--- src/hw/rtl/cssr_pkg.sv ---
// Shared types and constants of the sync serial report slave.
// No dependencies; every other file of the block imports this package.
package cssr_pkg;

  localparam int unsigned ReadingW   = 4;
  localparam int unsigned ButtonW    = 2;
  localparam int unsigned LedW       = 8;
  localparam int unsigned SendBits   = 2 * ReadingW + ButtonW;
  localparam int unsigned CfgIndexW  = 2;

  localparam int unsigned SyncBeatsDefault = 4;
  localparam int unsigned LedBitsDefault   = 8;

  // Configuration register indexes.
  localparam logic [CfgIndexW-1:0] CFG_THRESH_ONE   = 2'd0;
  localparam logic [CfgIndexW-1:0] CFG_THRESH_TWO   = 2'd1;
  localparam logic [CfgIndexW-1:0] CFG_THRESH_THREE = 2'd2;

  localparam logic [ReadingW-1:0] THRESH_ONE_RST   = 4'd5;
  localparam logic [ReadingW-1:0] THRESH_TWO_RST   = 4'd8;
  localparam logic [ReadingW-1:0] THRESH_THREE_RST = 4'd11;

  // Decoded button codes: bit 1 is button one, bit 0 is button two.
  localparam logic [ButtonW-1:0] BTN_NONE = 2'b00;
  localparam logic [ButtonW-1:0] BTN_ONE  = 2'b10;
  localparam logic [ButtonW-1:0] BTN_TWO  = 2'b01;
  localparam logic [ButtonW-1:0] BTN_BOTH = 2'b11;

  localparam logic ACT_READINGS = 1'b0;
  localparam logic ACT_BEAT     = 1'b1;

  typedef struct packed {
    logic            drive_enable;
    logic            line_level;
    logic [LedW-1:0] led_level;
    logic            led_updated;
    logic            busy_res;
  } cssr_result_t;

endpackage

--- src/hw/rtl/cssr_ladder.sv ---
// Threshold registers and the button ladder decoder.
// Depends on cssr_pkg.
module cssr_ladder import cssr_pkg::*; (
  input  logic                 clk,
  input  logic                 rst_n,
  input  logic                 cfg_we,
  input  logic [CfgIndexW-1:0] cfg_index,
  input  logic [ReadingW-1:0]  cfg_data,
  input  logic [ReadingW-1:0]  reading,
  output logic [ButtonW-1:0]   buttons
);

  logic [ReadingW-1:0] thr_one_r, thr_two_r, thr_three_r;

  always_ff @(posedge clk) begin
    if (!rst_n) begin
      thr_one_r   <= THRESH_ONE_RST;
      thr_two_r   <= THRESH_TWO_RST;
      thr_three_r <= THRESH_THREE_RST;
    end else if (cfg_we) begin
      case (cfg_index)
        CFG_THRESH_ONE:   thr_one_r   <= cfg_data;
        CFG_THRESH_TWO:   thr_two_r   <= cfg_data;
        CFG_THRESH_THREE: thr_three_r <= cfg_data;
        default: ;
      endcase
    end
  end

  // First matching test wins, even when the thresholds are out of order.
  always_comb begin
    if (reading < thr_one_r)        buttons = BTN_NONE;
    else if (reading < thr_two_r)   buttons = BTN_ONE;
    else if (reading < thr_three_r) buttons = BTN_TWO;
    else                            buttons = BTN_BOTH;
  end

endmodule

--- src/hw/rtl/cssr_link.sv ---
// Link state machine: reading cache, send and receive shifters, LED level.
// Depends on cssr_pkg. Produces the result of the item accepted this cycle.
module cssr_link import cssr_pkg::*; #(
  parameter int unsigned SYNC_BEATS = SyncBeatsDefault,
  parameter int unsigned LED_BITS   = LedBitsDefault
) (
  input  logic                clk,
  input  logic                rst_n,
  input  logic                accept,
  input  logic                action,
  input  logic                data_in,
  input  logic [ReadingW-1:0] x_reading,
  input  logic [ReadingW-1:0] y_reading,
  input  logic [ButtonW-1:0]  buttons,
  output cssr_result_t        result
);

  localparam int unsigned MaxCount = (SYNC_BEATS > LED_BITS) ?
      ((SYNC_BEATS > SendBits) ? SYNC_BEATS : SendBits) :
      ((LED_BITS > SendBits) ? LED_BITS : SendBits);
  localparam int unsigned CntW = $clog2(MaxCount + 1);

  localparam logic [2:0] PH_IDLE     = 3'd0;
  localparam logic [2:0] PH_SYNC_OUT = 3'd1;
  localparam logic [2:0] PH_DATA_OUT = 3'd2;
  localparam logic [2:0] PH_SYNC_IN  = 3'd3;
  localparam logic [2:0] PH_DATA_IN  = 3'd4;

  logic [ReadingW-1:0] cx_r, cx_nxt, cy_r, cy_nxt;
  logic [ButtonW-1:0]  btn_r, btn_nxt;
  logic [2:0]          phase_r, phase_nxt;
  logic [CntW-1:0]     cnt_r, cnt_nxt;
  logic [SendBits-1:0] send_r, send_nxt;
  logic [LedW-1:0]     recv_r, recv_nxt;
  logic [LedW-1:0]     led_r, led_nxt;

  always_ff @(posedge clk) begin
    if (!rst_n) begin
      cx_r    <= '0;
      cy_r    <= '0;
      btn_r   <= '0;
      phase_r <= PH_IDLE;
      cnt_r   <= '0;
      send_r  <= '0;
      recv_r  <= '0;
      led_r   <= '0;
    end else begin
      cx_r    <= cx_nxt;
      cy_r    <= cy_nxt;
      btn_r   <= btn_nxt;
      phase_r <= phase_nxt;
      cnt_r   <= cnt_nxt;
      send_r  <= send_nxt;
      recv_r  <= recv_nxt;
      led_r   <= led_nxt;
    end
  end

  always_comb begin
    logic [2:0]          ph;
    logic [CntW-1:0]     cnt;
    logic [CntW-1:0]     cnt_inc;
    logic [SendBits-1:0] snd;
    cx_nxt    = cx_r;
    cy_nxt    = cy_r;
    btn_nxt   = btn_r;
    phase_nxt = phase_r;
    cnt_nxt   = cnt_r;
    send_nxt  = send_r;
    recv_nxt  = recv_r;
    led_nxt   = led_r;
    result.drive_enable = 1'b0;
    result.line_level   = 1'b0;
    result.led_updated  = 1'b0;
    ph  = phase_r;
    cnt = cnt_r;
    snd = send_r;
    cnt_inc = '0;

    if (accept) begin
      if (action == ACT_READINGS) begin
        cx_nxt  = x_reading;
        cy_nxt  = y_reading;
        btn_nxt = buttons;
      end else begin
        // A beat while idle (or in an undefined phase) starts an exchange.
        if (ph == PH_IDLE || ph > PH_DATA_IN) begin
          snd = {cx_r, cy_r, btn_r};
          cnt = '0;
          ph  = PH_SYNC_OUT;
        end
        cnt_inc = cnt + 1'b1;
        case (ph)
          PH_SYNC_OUT: begin
            result.drive_enable = 1'b1;
            if (cnt_inc >= CntW'(SYNC_BEATS)) begin
              phase_nxt = PH_DATA_OUT;
              cnt_nxt   = '0;
            end else begin
              phase_nxt = ph;
              cnt_nxt   = cnt_inc;
            end
            send_nxt = snd;
          end
          PH_DATA_OUT: begin
            result.drive_enable = 1'b1;
            result.line_level   = snd[SendBits-1];
            send_nxt = {snd[SendBits-2:0], 1'b0};
            if (cnt_inc >= CntW'(SendBits)) begin
              phase_nxt = PH_SYNC_IN;
              cnt_nxt   = '0;
            end else begin
              cnt_nxt = cnt_inc;
            end
          end
          PH_SYNC_IN: begin
            if (data_in) begin
              cnt_nxt = '0;
            end else if (cnt_inc >= CntW'(SYNC_BEATS)) begin
              phase_nxt = PH_DATA_IN;
              cnt_nxt   = '0;
              recv_nxt  = '0;
            end else begin
              cnt_nxt = cnt_inc;
            end
          end
          default: begin
            recv_nxt = {recv_r[LedW-2:0], data_in};
            if (cnt_inc >= CntW'(LED_BITS)) begin
              led_nxt   = recv_nxt;
              result.led_updated = 1'b1;
              phase_nxt = PH_IDLE;
              cnt_nxt   = '0;
            end else begin
              cnt_nxt = cnt_inc;
            end
          end
        endcase
      end
    end

    result.led_level = led_nxt;
    result.busy_res  = (phase_nxt >= PH_SYNC_OUT) && (phase_nxt <= PH_DATA_IN);
  end

endmodule

--- src/hw/rtl/clocked_sync_serial_report_slave_unit.sv ---
// Top level of the sync serial report slave: configuration port, ladder
// decoder, link state machine and a result register with a skid stage.
// Depends on cssr_pkg, cssr_ladder and cssr_link.
//
// One item is one call of the link: readings (action 0) refresh the cache,
// a beat (action 1) advances the exchange. Each item yields exactly one
// result, registered in the result register or, while that one is held, in
// the skid stage; a new item is taken every cycle unless in_stall is high.
// in_stall rises only when the result register and the skid stage both hold
// results that are not yet taken. Threshold writes are always ready and take
// effect on the next accepted item.
module clocked_sync_serial_report_slave_unit import cssr_pkg::*; #(
  parameter int unsigned SYNC_BEATS = SyncBeatsDefault,
  parameter int unsigned LED_BITS   = LedBitsDefault
) (
  input  logic                 clk,
  input  logic                 rst_n,
  input  logic                 in_valid,
  output logic                 in_stall,
  input  logic                 in_action,
  input  logic                 in_data_in,
  input  logic [ReadingW-1:0]  in_x_reading,
  input  logic [ReadingW-1:0]  in_y_reading,
  input  logic [ReadingW-1:0]  in_button_reading,
  output logic                 out_valid,
  input  logic                 out_stall,
  output logic                 out_drive_enable,
  output logic                 out_line_level,
  output logic [LedW-1:0]      out_led_level,
  output logic                 out_led_updated,
  output logic                 out_busy_res,
  input  logic                 cfg_valid,
  output logic                 cfg_ready,
  input  logic [CfgIndexW-1:0] cfg_index,
  input  logic [ReadingW-1:0]  cfg_data
);

  logic         accept;
  logic [ButtonW-1:0] buttons;
  cssr_result_t res;
  cssr_result_t out_r, skid_r;
  logic         out_v_r, skid_v_r;
  logic         out_free;

  assign cfg_ready = 1'b1;
  assign in_stall  = skid_v_r;
  assign accept    = in_valid && !skid_v_r;
  assign out_free  = !out_v_r || !out_stall;

  cssr_ladder u_ladder (
    .clk       (clk),
    .rst_n     (rst_n),
    .cfg_we    (cfg_valid && cfg_ready),
    .cfg_index (cfg_index),
    .cfg_data  (cfg_data),
    .reading   (in_button_reading),
    .buttons   (buttons)
  );

  cssr_link #(
    .SYNC_BEATS (SYNC_BEATS),
    .LED_BITS   (LED_BITS)
  ) u_link (
    .clk       (clk),
    .rst_n     (rst_n),
    .accept    (accept),
    .action    (in_action),
    .data_in   (in_data_in),
    .x_reading (in_x_reading),
    .y_reading (in_y_reading),
    .buttons   (buttons),
    .result    (res)
  );

  always_ff @(posedge clk) begin
    if (!rst_n) begin
      out_v_r  <= 1'b0;
      skid_v_r <= 1'b0;
    end else if (out_free) begin
      if (skid_v_r) begin
        out_v_r  <= 1'b1;
        skid_v_r <= 1'b0;
      end else begin
        out_v_r <= accept;
      end
    end else if (accept) begin
      skid_v_r <= 1'b1;
    end
  end

  always_ff @(posedge clk) begin
    if (out_free) begin
      if (skid_v_r) out_r <= skid_r;
      else if (accept) out_r <= res;
    end else if (accept) begin
      skid_r <= res;
    end
  end

  assign out_valid        = out_v_r;
  assign out_drive_enable = out_r.drive_enable;
  assign out_line_level   = out_r.line_level;
  assign out_led_level    = out_r.led_level;
  assign out_led_updated  = out_r.led_updated;
  assign out_busy_res     = out_r.busy_res;

endmodule

--- config.mk ---
export PLATFORM = sky130hd
export DESIGN_NAME = clocked_sync_serial_report_slave_unit
export DESIGN_NICKNAME = d
export VERILOG_FILES = /design/src/hw/rtl/cssr_pkg.sv /design/src/hw/rtl/cssr_ladder.sv /design/src/hw/rtl/cssr_link.sv /design/src/hw/rtl/clocked_sync_serial_report_slave_unit.sv
export SDC_FILE = /design/constraint.sdc
export NUM_CORES = 1
export LEC_CHECK = 0
export BUFFER_PORTS_ARGS = -buffer_cell sky130_fd_sc_hd__buf_2
export CAP_MARGIN = 20
export CORE_MARGIN = 4
export CORE_UTILIZATION = 45
export DETAILED_ROUTE_END_ITERATION = 8
export HOLD_SLACK_MARGIN = 0.03
export PLACE_DENSITY_LB_ADDON = 0.2
export REMOVE_ABC_BUFFERS = 1
export SYNTH_ARGS = -nofsm -noshare
export SYNTH_HDL_FRONTEND = slang
export SYNTH_SLANG_ARGS = --single-unit
--- constraint.sdc ---
create_clock -name clk -period 2.8 [get_ports clk]
set_input_delay 0.42 -clock clk [delete_from_list [all_inputs] [get_ports clk]]
set_output_delay 0.42 -clock clk [all_outputs]
set_load 0.1 [all_outputs]
==> results by group <==
Final layout
  • # nets final: approximately 460
  • Area grow syn2layout: 14.3%
  • Share of layout cells above drive strength 1: 0.252
  • Footprint of the multi-input gates: approximately 0.0017 mm²
  • Post-layout util: 0.535
  • N_diodes: 0
  • Fill cell count: 750
  • FF+latch area: between 0.0015 and 0.002 mm²

Power
  • Peak VDD IR: 0.339 mV
  • Leak: 1.68 nW
  • Power Density: 559 mW/mm²

Placement
  • PortBufs: 38
  • DP Wirelength: 5110 µm
  • Gp weighted congestion: 0.914

STA
  • Setup repair after global routing missed its margin: no
  • Min cycle time layout: 2.55 ns
  • Final TNS setup: 0 ns
  • Final setup violation count: 0
  • Final max-slew violation count: 0
  • Period Utilization, post-route: 0.911
  • Worst slew pin tran: 0.812 ns
  • Slew HR: 0.457
  • Fmax: 0.392 GHz
  • Final Hold Violating Endpoints: 0
  • Final Skew: a little under 0.008 ns

Min path
  • Type of the most critical hold path: primary input to flip-flop

Critical path
  • Worst reg2reg setup slack: 0.25 ns
  • Kind of critical path: flip-flop to flip-flop
  • Startpoint Class: flip-flop
  • Critical Path End Type: flip-flop
  • Worst Path Arrival: 2.66 ns
  • WP data required: 2.91 ns
  • Worst-path maximum fanout: 16

Outcome
  • Status: finished clean

Clock network
  • CTS buffer count: 9
  • CTS tree: done
  • CTS clk-pin slew, worst paths: 0.08 ns
  • Longest Clk Path Bufs: 2
  • H-tree levels: 3
  • CTS Root Cell: clkbuf_8
  • Skew-Pair Late Insertion Delay: 0.36 ns
  • Sink Count: 80

Route
  • DR pass1 iterations: 4
  • Via count: 2760
  • DRT antenna net count: 0
  • Routed vias/inst: 5.24
  • Residual DRC: 0
  • Wirelength, routed: 7130 µm
  • Iteration-0 DRC Markers: 115
  • Mean routed wirelength per cell: around 14 µm

Synthesis
  • Synth Register Bits: 80
  • Yosys Warn Count: 0
  • Mapped cell area: 0.00367 mm²
  • Synthesized instance count: 373
  • Async set-or-reset flop fraction in the synthesized netlist: 0
  • Register area share after synthesis: 0.501
  • EDFF count, synth: 24
  • Post-synth cell types: between 50 and 60
  • Most used DFF post-synth: dfxtp_1
  • Mean Syn Cell Area: 9.85 µm²

Global route
  • Largest net degree at the start of global routing: 26
  • Total GRT Usage: 0.156
  • First-pass GRT wire length: 12200 µm
  • Initial antenna violation count: 0
  • Grt total ovfl: 0
  • Vias in the first global route: 2580

Floorplan
  • Full die area: 0.00968 mm²
  • I/O pin cnt: 40
  • Initial Util: 0.468
  • # rows: 32
  • Die width: about 100 µm
  • Die height: 98.4 µm
  • Core area: 0.00785 mm²

Job
  • Max cap viols: 0
-- where the power goes --
| group | switching, mW | internal, mW | total (mW) |
|---|---|---|---|
| Clock | 0.449 | 0.358 | 0.807 |
| Combinational | 0.209 | 0.0857 | 0.295 |
| Sequential | 0.0166 | 1.23 | 1.24 |
-- cells in the mapped netlist (2+ instances only) --
master | n | area (µm²)
buf_4 | 2 | 15.0
nand3_1 | 8 | 40.0
nor3_1 | 6 | 30.0
a21o_1 | 7 | 52.6
a21oi_1 | 42 | 210
edfxtp_1 | 24 | 721
dfxtp_1 | 56 | 1120
nand3b_1 | 4 | 30.0
and2_1 | 3 | 18.8
o22ai_1 | 5 | 31.3
clkbuf_1 | 7 | 26.3
xnor2_1 | 2 | 17.5
a22oi_1 | 4 | 30.0
a311oi_1 | 4 | 35.0
buf_2 | 4 | 20.0
inv_1 | 12 | 45.0
buf_6 | 3 | 33.8
nand2_1 | 37 | 139
nor2_1 | 40 | 150
nor3b_1 | 2 | 15.0
o211ai_1 | 3 | 22.5
and2_2 | 7 | 52.6
o21ai_0 | 11 | 55.1
a211oi_1 | 2 | 15.0
mux2_2 | 21 | 236
mux2i_1 | 7 | 70.1
clkinv_1 | 2 | 7.51
nand2b_1 | 13 | 81.3
ha_1 | 10 | 125
a21oi_2 | 2 | 17.5
-- area by class of cell --
cell class,count,area share
clock buffers,10,0.0328
repair buffers,52,0.0703
flip-flops and latches,80,0.439
multi-input cells,263,0.403
well taps,102,0.0304
inverters,14,0.0125
clock inverters,6,0.0122
-- path summary, 6_finish.rpt --
check | start | endpoint | cells past startpoint
hold reg to reg | u_link.cx_r[0]$_SDFFE_PN0P_ | u_link.cx_r[0]$_SDFFE_PN0P_ | 2
setup reg to reg | u_link.phase_r[1]$_SDFF_PN0_ | out_busy_res$_DFFE_PP_ | 10
hold / removal | in_x_reading[2] | u_link.cx_r[2]$_SDFFE_PN0P_ | 3
setup / recovery | u_link.phase_r[1]$_SDFF_PN0_ | out_busy_res$_DFFE_PP_ | 10
-- state kept, by name, summed over array words and instances, names as in the netlist, 3 cells and up --
signal,flops
out_led_level,8
skid_r,12
u_ladder.thr_one_r,4
u_ladder.thr_three_r,4
u_ladder.thr_two_r,4
u_link.cnt_r,4
u_link.cx_r,4
u_link.cy_r,4
u_link.led_r,8
u_link.phase_r,3
u_link.recv_r,7
u_link.send_r,10
-- worst max-delay path, cell delays in order (launching register included) --
cell      delay [ns]
dfxtp_1         0.32
nor2_1          0.22
ha_1            0.31
buf_4           0.21
clkinv_1        0.09
buf_4           0.16
nand3_1         0.11
nor4_1          0.27
o22ai_1         0.17
xnor2_1         0.17
mux2_2          0.27
-- metal layers --
metal | vias up | GRT usage | share of wire
li1 | 1412 | - | -
met1 | 1256 | 0.209 | 0.48
met2 | 79 | 0.228 | 0.44
met3 | 13 | 0.0564 | 0.057
met4 | 0 | 0.0630 | 0.023
met5 | - | 0 | 0
-- layout by cell type (no fill, tap or decap), types with 2 or more instances in the layout --
cell type,count
nand2_1,37
a22oi_1,4
o22ai_1,5
nor2_1,40
a311oi_1,4
buf_4,14
mux2i_1,7
mux2_2,21
clkinv_1,2
nor3_1,6
xnor2_1,2
buf_2,38
inv_1,12
edfxtp_1,24
nor3b_1,2
o21ai_0,11
and2_2,7
clkinv_4,2
inv_6,3
dfxtp_1,56
nand3b_1,4
a21o_1,7
ha_1,10
nand2b_1,13
a211oi_1,2
nand3_1,8
and2_1,3
clkbuf_8,10
o211ai_1,3
a21oi_1,42
-- per-stage QoR --
stage | setup slack [ns] | power, mW | area (µm²) | std cells | hold WS [ns]
after CTS | 0.271 | 2.37 | 4190 | 527 | 0.286
final | 0.248 | 2.35 | 4200 | 527 | 0.294
after global placement | 0.287 | 1.56 | 4000 | 511 | 0.454
after floorplan | 0.0617 | 1.48 | 3580 | 357 | 0.433
after detailed placement | 0.290 | 1.57 | 4000 | 511 | 0.452
after global routing | 0.0402 | 2.46 | 4200 | 527 | 0.274
-- cells by family after synthesis --
logic type,share of synthesized area
buffers and inverters,0.0402
AO/OA/AOI/OAI,0.147
AND/OR/NAND/NOR,0.178
XOR/XNOR,0.00477
multiplexers,0.0936
other,0.00102
adder cells (fa/ha/maj),0.0340
flip-flops,0.501
-- what timing repair did --
| action | in CTS | in global routing |
|---|---|---|
| buffers inserted | 0 | 0 |
| endpoints found under the setup margin | 0 | 4 |
| hold buffers | 0 | 0 |
| resized for setup | 0 | 1 |
Power figures use the tool's default switching activity.
